$ cat config.mk
export PLATFORM = sky130hd
export DESIGN_NAME = pcfs_merge
export DESIGN_NICKNAME = d
export VERILOG_FILES = /design/src/hdl/pcfs_pkg.sv /design/src/hdl/pcfs_merge.sv
export SDC_FILE = /design/constraint.sdc
export NUM_CORES = 1
export LEC_CHECK = 0
export BUFFER_PORTS_ARGS = -buffer_cell sky130_fd_sc_hd__buf_4
export CORE_AREA = 2 2 407 409
export DETAILED_ROUTE_END_ITERATION = 12
export DIE_AREA = 0 0 409 411
export PLACE_DENSITY = 0.31
export SLEW_MARGIN = 20
export SYNTH_ARGS = -nofsm -noshare
export SYNTH_HDL_FRONTEND = slang
export SYNTH_SLANG_ARGS = --single-unit
$ cat constraint.sdc
create_clock -name vclk -period 9.25
set_clock_uncertainty 0.2 [all_clocks]
set_input_delay 1.3875 -clock vclk [all_inputs]
set_output_delay 1.3875 -clock vclk [all_outputs]
set_load 0.005 [all_outputs]
$ cat src/hdl/pcfs_pkg.sv
// Package for the per-channel fragment statistics block.
// Holds payload structs, the channel table entry, global totals and FSM states.
// No dependencies.
package pcfs_pkg;

  localparam logic [31:0] SAT32    = 32'hffff_ffff;
  localparam logic [47:0] SAT48    = 48'hffff_ffff_ffff;
  localparam logic [30:0] PKT_NONE = 31'h7fff_ffff;

  typedef struct packed {
    logic [9:0]  channel;
    logic [3:0]  detector_kind;
    logic [31:0] event_id;
    logic [47:0] stamp;
    logic [31:0] run_seconds;
    logic [30:0] packet_number;
    logic [15:0] dead_ticks;
  } in_t;

  typedef struct packed {
    logic [31:0] hits;
    logic [31:0] id_low;
    logic [31:0] id_high;
    logic [47:0] dead_sum;
    logic [47:0] stamp_low;
    logic [47:0] stamp_high;
    logic [31:0] kind_count;
    logic [31:0] packets_seen;
    logic [30:0] packet_low;
    logic [30:0] packet_high;
    logic [31:0] seconds_low;
    logic [31:0] seconds_high;
  } out_t;

  // One word of the channel memory; seen clear means the rest is stale.
  typedef struct packed {
    logic        seen;
    logic [31:0] hits;
    logic [31:0] id_min;
    logic [31:0] id_max;
    logic [47:0] dead;
    logic [47:0] stamp_min;
    logic [47:0] stamp_max;
  } chan_entry_t;

  typedef struct packed {
    logic [31:0] packets;
    logic [30:0] pkt_min;
    logic [30:0] pkt_max;
    logic [31:0] sec_min;
    logic [31:0] sec_max;
  } glob_t;

  typedef enum logic [1:0] {
    ST_CLEAR,
    ST_IDLE,
    ST_CALC
  } state_t;

endpackage

$ cat src/hdl/pcfs_merge.sv
// Update logic: merges one fragment into the old channel entry, kind count
// and global totals. Purely combinational; uses pcfs_pkg.
module pcfs_merge (
  input  pcfs_pkg::in_t         item,
  input  pcfs_pkg::chan_entry_t ch_old,
  input  logic [31:0]           kind_old,
  input  pcfs_pkg::glob_t       glob_old,
  output pcfs_pkg::chan_entry_t ch_new,
  output logic [31:0]           kind_new,
  output pcfs_pkg::glob_t       glob_new
);
  import pcfs_pkg::*;

  logic [48:0] dead_sum;

  assign dead_sum = {1'b0, ch_old.dead} + 49'(item.dead_ticks);
  assign kind_new = (kind_old == SAT32) ? kind_old : kind_old + 32'd1;

  always_comb begin
    ch_new      = ch_old;
    ch_new.seen = 1'b1;
    if (!ch_old.seen) begin
      // first hit: load the entry from the fragment
      ch_new.hits      = 32'd1;
      ch_new.id_min    = item.event_id;
      ch_new.id_max    = item.event_id;
      ch_new.dead      = 48'(item.dead_ticks);
      ch_new.stamp_min = item.stamp;
      ch_new.stamp_max = item.stamp;
    end else begin
      ch_new.hits = (ch_old.hits == SAT32) ? ch_old.hits : ch_old.hits + 32'd1;
      if (item.event_id < ch_old.id_min) ch_new.id_min = item.event_id;
      if (item.event_id > ch_old.id_max) ch_new.id_max = item.event_id;
      ch_new.dead = dead_sum[48] ? SAT48 : dead_sum[47:0];
      if (item.stamp < ch_old.stamp_min) ch_new.stamp_min = item.stamp;
      if (item.stamp > ch_old.stamp_max) ch_new.stamp_max = item.stamp;
    end
  end

  always_comb begin
    glob_new = glob_old;
    if (item.packet_number != 31'd0) begin
      glob_new.packets = (glob_old.packets == SAT32) ? glob_old.packets
                                                     : glob_old.packets + 32'd1;
      if (item.packet_number < glob_old.pkt_min) glob_new.pkt_min = item.packet_number;
      if (item.packet_number > glob_old.pkt_max) glob_new.pkt_max = item.packet_number;
    end
    // zero bound means unset and takes the incoming second
    if (glob_old.sec_min == 32'd0 || item.run_seconds < glob_old.sec_min) begin
      glob_new.sec_min = item.run_seconds;
    end
    if (glob_old.sec_max == 32'd0 || item.run_seconds > glob_old.sec_max) begin
      glob_new.sec_max = item.run_seconds;
    end
  end

endmodule

# Word level (Yosys, flattened, before mapping)
# Cells that the tools add are included.
word_totals:
  word_cells: 34
  out_inout_bits: 431
  inputBits: 604
  regBits: 0
classes:
  mux: 14
  n_addsub: 4
  order_cmp: 8
  eq_ne: 3
  n_reduce_logical: 5
op_table:
  columns: ["cell", "n"]
  rows:
  - ["$mux 240", 1]
  - ["$mux 32", 7]
  - ["$mux 48", 3]
  - ["$add 32x1->32 const B", 3]
  - ["$eq 32x32->1 const B", 3]
  - ["$mux 94", 1]
  - ["$gt 32x32->1", 2]
  - ["$logic_not 32->1", 2]
  - ["$lt 32x32->1", 2]
  - ["$mux 31", 2]
  - ["$add 48x16->49", 1]
  - ["$gt 48x48->1", 1]
  - ["$lt 48x48->1", 1]
  - ["$gt 31x31->1", 1]
  - ["$lt 31x31->1", 1]
  - ["$reduce_bool 31->1", 1]
  - ["$logic_or 1x1->1", 2]

# Logic depth before layout (Yosys ltp)
logic_depth:
  depth_word: 3
  depth_mapped: 11
  depth_no_buf: 9

# Worst setup path after synthesis
# No wires, ideal clock.
synth_timing:
  path_kind: "input port to output port"
  startpoint: "in item[0] (netlist name)"
  endpoint: "out ch_new[100] (netlist name)"
  cell_stages: 10
  setup_slack_ns: 3.825
  t_arrival_ns: 3.838
  n_path_buf: 2
  required_ns: 7.663
  path_cell_list: "ha_1 > fa_1 > a211oi_1 > o211ai_1 > a2111oi_0 > o31a_1 > or3_1 > buf_2 > buf_1 > a31oi_1"
synth_rtl:
  columns: ["item", "line_no", "rtl"]
  rows:
  - ["from (decl)", "pcfs_merge.sv:4", "input pcfs_pkg::in_t item,"]
  - ["to (decl)", "pcfs_merge.sv:8", "output pcfs_pkg::chan_entry_t ch_new,"]

==> reports/metrics.cfg <==
[job]
cap_violations=0

[grt]
grtUsageTotal_pct=14.1
grt_pass1_vias=23100
globalRoute.totalOverflow=0
grt_max_degree=89
antenna_found_initial=18
grt_first_pass_wirelength_um=175000

[sta]
fmax_mhz=137
final.min_clock_period_ps=7320
rsz0062_at_grt=false
setup_tns_ps=0
max_slew.worst_pin.slew_ps=1260
hold_viol=0
period_share_pct=79.1
max_slew_margin_pct=15.7
slew_viol_final=0
setup_violations=0

[setup_path]
setup.worst_path.end_class=output pin
cp_common_cell=buf_4
path_class=input port to output pin
worstPathArrival_ps=5730
max_stage_delay_ps=840
crit_path_start_kind=input port
cp_cell_sequence=buf_4 -> ha_1 -> fa_1 -> a211oi_1 -> o211ai_1 -> a2111oi_0 -> o31a_1 -> or3_2 -> o21ai_0 -> and2_1 -> buf_4
cp_data_required_time_ps=7660
worst_path_max_delay_cell=or3_2
path_max_fanout=37

[clock_tree]
post_cts_resized=0
postCtsSetupBuffers=0
postCtsHoldBufs=0

[route]
routed_wl_um=127000
vias=23600
drt_iter0_markers=1378
avgRoutedWirePerCell_um=22.3
detail-route-antenna-nets=0
firstDrtPassIters=7
via_per_inst=4.16
remaining_drc_errors=0

[min_path]
min_path_type=input port to output pin

[cells_and_area]
layout-drive-gt1-share_pct=34.4
syn2layout_area_growth_pct=58.0
register_area_um2=0
num-clock-buffers=0
numSequentialCells=0
fin_util_pct=16.9
nets=4382
nFillCells=18900

[floorplan]
die_h_um=411
fp.dieArea_um2=168000
die_w_um=409
pin_count=1035
core_um2=164000
num_rows=149
start_util_pct=10.7

[synthesis]
synthTopCellsByCount=340 x inv_1, 301 x ha_1, 210 x nand3_1
synth_area_leaders=ha_1 21%, inv_1 7.3%, mux2_2 7.3%, nand3_1 6.0%, o311ai_0 3.9%
syn_area_um2=17500
synth_top_cell_by_area=ha_1
synthDistinctLibCells=73
ys_warn_count=0
synth_top_area_share_pct=21.5
avgSynthCellArea_um2=6.79
ys_seq_area_share_pct=0
synth_most_common_cell=inv_1
synth_cells=2585
synthesis.nets=3491

[placed_design]
io_buffer_count=1020
dp_hpwl_um=110000
gp_congestion=0.826

[status]
status=completed

cell type report:
cell class	count	area (um2)	area share, %
well taps	2189	2740	9.88
inverters	340	1280	4.61
multi-input cells	2087	15800	57.0
diodes	13	32.5	0.117
repair buffers	1047	7860	28.4
cells by family after synthesis:
family / Yosys count / synth area share, %
AO/OA/AOI/OAI: 673 / 27.8
XOR/XNOR: 119 / 5.94
other: 1 / 0.0214
multiplexers: 147 / 9.19
buffers and inverters: 498 / 10.9
adder cells (fa/ha/maj): 302 / 21.6
AND/OR/NAND/NOR: 845 / 24.5
worst paths after layout:
check / endpoint / cells past startpoint / slack [ps] / startpoint
setup / recovery: ch_new[118] / 11 / 1930 / item[0]
hold / removal: kind_new[5] / 3 / 2850 / kind_old[5]
layer usage:
layer | up-vias | routed length (um) | GRT usage, % | share of wire, %
met4 | 16 | 864 | 0.859 | 0.68
li1 | 11600 | - | - | -
met3 | 52 | 6240 | 2.22 | 4.9
met5 | - | 102 | 0 | 0.080
met1 | 11300 | 56600 | 18.6 | 45
met2 | 631 | 63000 | 25.0 | 50
metrics by stage:
| step | setup slack [ps] | hold slack, ps | instance area (um2) | std cells |
|---|---|---|---|---|
| 5_1_grt | 1710 | 2860 | 27700 | 5666 |
| 4_1_cts | 1960 | 2850 | 27700 | 5663 |
| 3_5_place_dp | 2000 | 2850 | 27700 | 5663 |
| 2_1_floorplan | 3820 | 2630 | 17500 | 2585 |
| 6_report | 1930 | 2850 | 27700 | 5676 |
| 3_3_place_gp | 2020 | 2850 | 27700 | 5663 |
worst max-delay path: cells and delay by family:
family,cells,cell delay [ps]
AOI/OAI and AO/OA,5,2300
and+or+nand+nor,2,1080
adders and majority gates,2,700
buffers and inverters,2,240
cells in the final DEF (no fill, tap or decap), types with 33 or more instances in the layout:
master | synthesis | layout
buf_4 | 2 | 1046
inv_1 | 340 | 339
ha_1 | 301 | 301
nand3_1 | 210 | 208
nand2_1 | 178 | 178
a21oi_1 | 123 | 123
nor2_1 | 118 | 115
mux2_2 | 113 | 113
nand4_1 | 90 | 90
o311ai_0 | 79 | 78
a31oi_1 | 75 | 75
nor3_1 | 71 | 70
xnor2_1 | 64 | 64
and3_1 | 61 | 61
o21ai_0 | 57 | 57
xor2_1 | 55 | 55
o2bb2ai_1 | 47 | 47
o211ai_1 | 45 | 45
nor4_1 | 42 | 40
a21o_1 | 39 | 39
a221oi_1 | 36 | 36
mux2i_1 | 34 | 34
o221ai_1 | 35 | 33
